[config.mk]
export PLATFORM = sky130hd
export DESIGN_NAME = arp_cache_lru_spoof_check
export DESIGN_NICKNAME = d
export VERILOG_FILES = /design/src/rtl/arpc_pkg.sv /design/src/rtl/arpc_cfg.sv /design/src/rtl/arpc_cam.sv /design/src/rtl/arp_cache_lru_spoof_check.sv
export SDC_FILE = /design/constraint.sdc
export NUM_CORES = 2
export LEC_CHECK = 0
export BUFFER_PORTS_ARGS = -buffer_cell sky130_fd_sc_hd__buf_4
export CAP_MARGIN = 20
export CORE_AREA = 2 2 332 334
export CTS_BUF_LIST = sky130_fd_sc_hd__clkbuf_4 sky130_fd_sc_hd__clkbuf_8 sky130_fd_sc_hd__clkbuf_16
export DETAILED_ROUTE_END_ITERATION = 12
export DIE_AREA = 0 0 334 336
export PLACE_DENSITY = 0.7
export SYNTH_ARGS = -nofsm -noshare
export SYNTH_HDL_FRONTEND = slang
export SYNTH_SLANG_ARGS = --single-unit
[constraint.sdc]
create_clock -name clk -period 7.7 [get_ports clk]
set_clock_uncertainty 0.1 [all_clocks]
set_input_delay 1.54 -clock clk [delete_from_list [all_inputs] [get_ports clk]]
set_output_delay 1.54 -clock clk [all_outputs]
set_load 0.05 [all_outputs]
[src/rtl/arpc_pkg.sv]
// shared constants, codes and beat structures for the arp cache
`default_nettype none
package arpc_pkg;

  // cache geometry
  localparam int CAPACITY = 8;
  localparam int IDX_W    = $clog2(CAPACITY);

  // field widths
  localparam int CMD_W = 2;
  localparam int IP_W  = 32;
  localparam int MAC_W = 48;

  // command codes
  localparam logic [CMD_W-1:0] CMD_LOOKUP = 2'd0;
  localparam logic [CMD_W-1:0] CMD_LEARN  = 2'd1;
  localparam logic [CMD_W-1:0] CMD_PACKET = 2'd2;

  // register selects (paddr bit 3)
  localparam logic REG_OWN_IP  = 1'b0;
  localparam logic REG_OWN_MAC = 1'b1;

  // one input beat
  typedef struct packed {
    logic [CMD_W-1:0] cmd;
    logic [IP_W-1:0]  ip;
    logic [MAC_W-1:0] mac;
    logic [IP_W-1:0]  tgt;
  } req_t;

  // one result beat
  typedef struct packed {
    logic             hit;
    logic [MAC_W-1:0] mac_out;
    logic             spoof;
    logic             reply;
    logic             evicted;
    logic [IP_W-1:0]  evicted_ip;
  } res_t;

endpackage
`default_nettype wire

[src/rtl/arpc_cfg.sv]
// apb register file holding the station's own ip and mac
`default_nettype none
module arpc_cfg
  import arpc_pkg::*;
(
  input  wire logic             clk,
  input  wire logic             rst,
  input  wire logic             psel,
  input  wire logic             penable,
  input  wire logic             pwrite,
  input  wire logic [3:0]       paddr,
  input  wire logic [63:0]      pwdata,
  output logic      [63:0]      prdata,
  output logic                  pready,
  output logic      [IP_W-1:0]  own_ip,
  output logic      [MAC_W-1:0] own_mac
);

  logic wr_en;

  assign pready = 1'b1;
  assign wr_en  = psel & penable & pwrite;

  // register writes
  always_ff @(posedge clk) begin
    if (rst) begin
      own_ip  <= '0;
      own_mac <= '0;
    end else if (wr_en) begin
      case (paddr[3])
        REG_OWN_IP:  own_ip  <= pwdata[IP_W-1:0];
        REG_OWN_MAC: own_mac <= pwdata[MAC_W-1:0];
        default: ;
      endcase
    end
  end

  // read back
  always_comb begin
    case (paddr[3])
      REG_OWN_IP:  prdata = {{(64-IP_W){1'b0}}, own_ip};
      REG_OWN_MAC: prdata = {{(64-MAC_W){1'b0}}, own_mac};
      default:     prdata = '0;
    endcase
  end

endmodule
`default_nettype wire

[src/rtl/arpc_cam.sv]
// register cam with lru ranks: match, decide and update in one pass
`default_nettype none
module arpc_cam
  import arpc_pkg::*;
(
  input  wire logic             clk,
  input  wire logic             rst,
  input  wire logic             fire,
  input  wire req_t             req,
  input  wire logic [IP_W-1:0]  own_ip,
  input  wire logic [MAC_W-1:0] own_mac,
  output res_t                  res
);

  logic             entry_valid [CAPACITY];
  logic [IP_W-1:0]  entry_ip    [CAPACITY];
  logic [MAC_W-1:0] entry_mac   [CAPACITY];
  logic [IDX_W-1:0] age_rank    [CAPACITY];

  logic [CAPACITY-1:0] match;
  logic [CAPACITY-1:0] free_oh;
  logic [CAPACITY-1:0] victim_oh;
  logic                found;
  logic                full;
  logic [MAC_W-1:0]    found_mac;
  logic [IDX_W-1:0]    found_rank;
  logic [IP_W-1:0]     victim_ip;
  logic [MAC_W-1:0]    cached;
  logic                is_lookup;
  logic                is_learn;
  logic                is_pkt;
  logic                spoof;
  logic                for_us;
  logic                do_learn;
  logic                do_touch;
  logic                do_insert;

  // parallel compares; ips are unique among valid entries and valid
  // entries form a prefix, so every one-hot below has at most one bit set
  always_comb begin
    found_mac  = '0;
    found_rank = '0;
    victim_ip  = '0;
    for (int i = 0; i < CAPACITY; i++) begin
      match[i]     = entry_valid[i] && (entry_ip[i] == req.ip);
      free_oh[i]   = !entry_valid[i] && ((i == 0) || entry_valid[(i == 0) ? 0 : i - 1]);
      victim_oh[i] = (age_rank[i] == IDX_W'(CAPACITY - 1));
      found_mac    = found_mac  | (match[i] ? entry_mac[i] : '0);
      found_rank   = found_rank | (match[i] ? age_rank[i] : '0);
      victim_ip    = victim_ip  | (victim_oh[i] ? entry_ip[i] : '0);
    end
    found = |match;
    full  = ~|free_oh;
  end

  // command decisions
  always_comb begin
    is_lookup = (req.cmd == CMD_LOOKUP);
    is_learn  = (req.cmd == CMD_LEARN);
    is_pkt    = (req.cmd == CMD_PACKET);
    cached    = found ? found_mac : '0;
    spoof     = is_pkt && (cached != '0) && (cached != req.mac);
    for_us    = is_pkt && !spoof && (req.tgt == own_ip);
    do_learn  = is_learn || for_us;
    do_touch  = found && (is_lookup || is_learn || is_pkt);
    do_insert = do_learn && !found;

    res.hit        = (is_lookup || is_pkt) && (cached != '0);
    res.mac_out    = (is_lookup && found) ? found_mac : (for_us ? own_mac : '0);
    res.spoof      = spoof;
    res.reply      = for_us;
    res.evicted    = do_insert && full;
    res.evicted_ip = (do_insert && full) ? victim_ip : '0;
  end

  // valid bits and ranks
  always_ff @(posedge clk) begin
    if (rst) begin
      for (int i = 0; i < CAPACITY; i++) begin
        entry_valid[i] <= 1'b0;
        age_rank[i]    <= '0;
      end
    end else if (fire) begin
      for (int i = 0; i < CAPACITY; i++) begin
        if (do_touch) begin
          if (match[i])
            age_rank[i] <= '0;
          else if (entry_valid[i] && (age_rank[i] < found_rank))
            age_rank[i] <= age_rank[i] + IDX_W'(1);
        end else if (do_insert && !full) begin
          if (free_oh[i]) begin
            entry_valid[i] <= 1'b1;
            age_rank[i]    <= '0;
          end else if (entry_valid[i]) begin
            age_rank[i] <= age_rank[i] + IDX_W'(1);
          end
        end else if (do_insert) begin
          // table full: oldest entry becomes the newest, the rest age
          if (victim_oh[i])
            age_rank[i] <= '0;
          else
            age_rank[i] <= age_rank[i] + IDX_W'(1);
        end
      end
    end
  end

  // address payload, no reset
  always_ff @(posedge clk) begin
    if (fire) begin
      for (int i = 0; i < CAPACITY; i++) begin
        if (do_touch && do_learn && match[i]) begin
          entry_mac[i] <= req.mac;
        end else if (do_insert && (full ? victim_oh[i] : free_oh[i])) begin
          entry_ip[i]  <= req.ip;
          entry_mac[i] <= req.mac;
        end
      end
    end
  end

endmodule
`default_nettype wire

[src/rtl/arp_cache_lru_spoof_check.sv]
// Top level of the ARP cache with LRU replacement and sender spoof check.
//
// Input beats arrive on the s_ stream: tuser carries the command (lookup,
// learn, received ARP packet), tdata the sender ip/mac and target ip.
// Every input beat yields exactly one result beat on the m_ stream.
// The station's own ip and mac sit in an APB register file (own_ip at 0x0,
// own_mac at 0x8); users must write them only while the block is idle (not enforced).
//
// An accepted beat is held in the input register, then the cam pass loads its
// result into the result register, which drives m_tvalid; a stalled receiver
// can keep the beat waiting in the input register.
// Throughput: one beat per cycle while the receiver does not stall; the cam
// lookup, decision and rank update of a beat are all done combinationally
// between the two registers, so the next beat already sees the updated table.
// When the receiver stalls the result register holds its beat, the input
// register takes one more beat, and s_tready then drops until m_tready
// returns.
// Reset empties the cache at once (valid bits clear), zeroes the ranks and
// the valid bits of both registers; no clearing pass is needed.
`default_nettype none
module arp_cache_lru_spoof_check
  import arpc_pkg::*;
(
  input  wire logic         clk,
  input  wire logic         rst,
  // slave stream
  input  wire logic         s_tvalid,
  output logic              s_tready,
  input  wire logic [111:0] s_tdata,  // addr_ip[31:0], addr_mac[79:32], target_ip[111:80]
  input  wire logic [1:0]   s_tuser,  // cmd[1:0]
  // master stream
  output logic              m_tvalid,
  input  wire logic         m_tready,
  output logic [87:0]       m_tdata,  // hit[0], mac_out[48:1], spoof[49], reply[50],
                                      // evicted[51], evicted_ip[83:52], zero[87:84]
  // configuration
  input  wire logic         psel,
  input  wire logic         penable,
  input  wire logic         pwrite,
  input  wire logic [3:0]   paddr,
  input  wire logic [63:0]  pwdata,
  output logic      [63:0]  prdata,
  output logic              pready
);

  logic             in_valid;
  req_t             in_req;
  logic             out_valid;
  res_t             out_res;
  res_t             cam_res;
  logic             advance;
  logic             fire;
  logic [IP_W-1:0]  own_ip;
  logic [MAC_W-1:0] own_mac;

  arpc_cfg u_cfg (
    .clk     (clk),
    .rst     (rst),
    .psel    (psel),
    .penable (penable),
    .pwrite  (pwrite),
    .paddr   (paddr),
    .pwdata  (pwdata),
    .prdata  (prdata),
    .pready  (pready),
    .own_ip  (own_ip),
    .own_mac (own_mac)
  );

  arpc_cam u_cam (
    .clk     (clk),
    .rst     (rst),
    .fire    (fire),
    .req     (in_req),
    .own_ip  (own_ip),
    .own_mac (own_mac),
    .res     (cam_res)
  );

  // handshake
  assign advance  = !out_valid || m_tready;
  assign fire     = in_valid && advance;
  assign s_tready = !in_valid || fire;

  // input register
  always_ff @(posedge clk) begin
    if (rst) begin
      in_valid <= 1'b0;
    end else if (s_tready) begin
      in_valid <= s_tvalid;
    end
  end

  always_ff @(posedge clk) begin
    if (s_tready && s_tvalid) begin
      in_req.cmd <= s_tuser;
      in_req.ip  <= s_tdata[31:0];
      in_req.mac <= s_tdata[79:32];
      in_req.tgt <= s_tdata[111:80];
    end
  end

  // result register
  always_ff @(posedge clk) begin
    if (rst) begin
      out_valid <= 1'b0;
    end else if (fire) begin
      out_valid <= 1'b1;
    end else if (m_tready) begin
      out_valid <= 1'b0;
    end
  end

  always_ff @(posedge clk) begin
    if (fire) begin
      out_res <= cam_res;
    end
  end

  // result beat packing
  assign m_tvalid = out_valid;
  assign m_tdata  = {4'b0, out_res.evicted_ip, out_res.evicted, out_res.reply,
                     out_res.spoof, out_res.mac_out, out_res.hit};

endmodule
`default_nettype wire

==> reports/qor.csv <==
metric,value,unit
status,finished clean,
final_max_slew_viol_count,0,
rsz0062_at_grt,false,
syn2layout_area_growth,19.8,%
cp.arrival,7.10,ns
ys_ff_latch,952,
final_cell_mix,"edfxtp_1 (865), nand2_1 (458), buf_4 (446)",
cts_tree,yes,
syn_area,0.0431,mm^2
grt-busiest-layer,met2,
p_leak,16.6,nW
io_pins,344,
port-buffer-count,303,
fin_crit_sh,0.889,
ys_warn_count,0,
cts.sinks,952,
synth.avg_cell_area,12.5,um^2
pre_cts_ws,1.10,ns
use_met1,0.389,
drive_gt1_frac,0.193,
die_y,336,um
postCtsSetupBuffers,0,
cts_resized,0,
whs,0.376,ns
antenna_found_initial,8,
ff2ff_path_depth,17,
rows,121,
clk_pin_slew_worst_paths,0.06,ns
cts_root_buffer,clkbuf_16,
path_max_fanout,32,
min-delay-path-class,reg2reg,
peakVddDrop,0.164,mV
routed_wl,161,mm
design_area,0.0517,mm^2
cts_max_path_buffers,3,
clock.fmax,0.146,GHz
grt_pass1_vias,30649,
grt_usage,0.278,
hold_viol_final,0,
endpoint,u_cam.entry_ip[1][116],
synth-main-ff-cell,edfxtp_1,
cts_buffers,100,
nets,4031,
placed_area,0.0483,mm^2
die_w,334,um
overflow,0,
powerDensity,221,mW/mm^2
place_hpwl,112,mm
coreArea,0.108,mm^2
synthCells,3444,
cts_hold_buf,0,
regToRegSetupSlack,0.85,ns
ys_seq_area_frac,0.643,
startpoint,in_req[89],
layout_setup_ws,0.855,ns
ys_types,79,
crit_path_start_kind,flop,
synth_edf_count,865,
use_met2,0.420,
grt_max_degree,83,
path_class,reg2reg,
vias_per_cell,6.29,
crit_required,7.95,ns
drt_iter0_drc,5349,
critPathCaptureType,flop,
max_slew_margin,0.220,
routedWlPerCell,30.3,um
vias,33430,
htree_levels,3,
synth-async-reset-ratio,0,
grt_pass1_wl,226,mm
final_antenna_net_count,0,
drc_errors,0,
r2r-end,u_cam.entry_ip[1][116],
maxCapViolations,0,
period_minus_slack,6.85,ns
rr_startpoint,in_req[89],
initial_utilization,0.398,
die_area,0.112,mm^2
gp_congestion,1.02,
use_met3,0.0575,
tightest_slew,1.17,ns
insertion_delay,0.72,ns
drtPass1Iterations,8,
final-setup-viol-count,0,
final_common_cell,edfxtp_1,
-- power breakdown --
group          internal, mW  switching [mW]
clock network          2.82            2.12
logic                 0.204           0.426
registers              5.73           0.129
total                  8.74            2.67
-- layer usage --
metal	vias up	wire length (um)
li1	14041	-
met1	16483	62300
met2	2545	71500
met3	359	20400
met4	2	7000
met5	-	11
-- cells in the mapped netlist (all sizes together) (28+ instances only) --
cell type,number,share of area
inv,46,0.0040
o32ai,71,0.015
xor2,108,0.022
nand4,141,0.021
edfxtp,865,0.60
ha,32,0.0093
o22ai,73,0.011
o2111ai,28,0.0057
nor3,37,0.0043
a31oi,38,0.0058
dfxtp,87,0.040
a22oi,90,0.016
a21oi,101,0.012
mux2,32,0.0084
nand2b,102,0.015
nor2b,42,0.0061
nand2,458,0.040
nor2,34,0.0031
a221oi,38,0.0077
buf,89,0.012
nor4,124,0.018
clkbuf,159,0.014
and4,28,0.0057
or4,32,0.0056
xnor2,155,0.031
nand3,154,0.018
a22o,43,0.0087
o21ai,66,0.0077
and2,36,0.0052
-- logic make-up (layout without fill, tap and decap cells) --
group / after synthesis / in the layout / share of synthesized area
buffers and inverters: 294 / 728 / 0.0295
and+or+nand+nor: 1240 / 1240 / 0.151
muxes: 32 / 32 / 0.00836
xor gates and xnor gates: 263 / 263 / 0.0534
AOI/OAI and AO/OA: 629 / 629 / 0.105
other: 2 / 24 / 0.000174
adders and majority gates: 32 / 32 / 0.00928
DFF: 952 / 952 / 0.643
-- state kept, by name, indices dropped and copies added (netlist names) --
name	flops
in_req	114
m_tdata	84
u_cam.entry_mac	384
u_cam.entry_valid	8
u_cfg.own_mac	48
m_tvalid	1
u_cfg.own_ip	32
in_valid	1
u_cam.age_rank	24
u_cam.entry_ip	256
-- per-stage QoR --
step                      std cells   util  total power, mW  setup TNS (ns)
after CTS                      5308  0.476             11.4               0
final                          5314  0.477             11.4               0
after floorplan                3463      -             6.27          -10.14
after global routing           5314  0.477             11.7               0
after global placement         5115  0.445             6.57               0
after detailed placement       5119  0.445             6.58               0
-- critical path, cell delays in order, from the launching register on --
cell      delay [ns]
edfxtp_1        0.81
buf_4           0.26
xor2_1          0.07
nor4_1          0.78
and4_1          0.92
and4_1          0.71
a32o_1          0.22
a221o_1         0.12
o21ai_0         0.14
a211o_1         0.34
nor4b_2         0.41
a311oi_2        0.26
nor2_4          0.32
buf_4           0.18
o211ai_2        0.11
buf_12          0.23
nor2_4          0.17
buf_12          0.28
-- worst min-delay path by stage --
stage | slack [ns] | end | cells past startpoint | start
final | 0.38 | u_cfg.own_mac[39] | 2 | u_cfg.own_mac[39]
after global routing | 0.40 | u_cfg.own_mac[28] | 2 | u_cfg.own_mac[28]
after CTS | 0.37 | u_cfg.own_mac[39] | 2 | u_cfg.own_mac[39]
after detailed placement | 0.37 | u_cfg.own_mac[28] | 2 | u_cfg.own_mac[28]
after global placement | 0.36 | u_cfg.own_mac[36] | 2 | u_cfg.own_mac[36]
after floorplan | 0.34 | u_cfg.own_mac[32] | 2 | u_cfg.own_mac[32]
-- cell type report --
type	instances	area (um^2)
inverter	46	175
timing repair buffer	493	4190
clock inverter	59	577
multi-input combinational	2217	14400
fill	9360	56700
clock buffer	130	2790
antenna	3	7.51
sequential	952	27700
tap	1414	1770
Power figures use the tool's default switching activity.
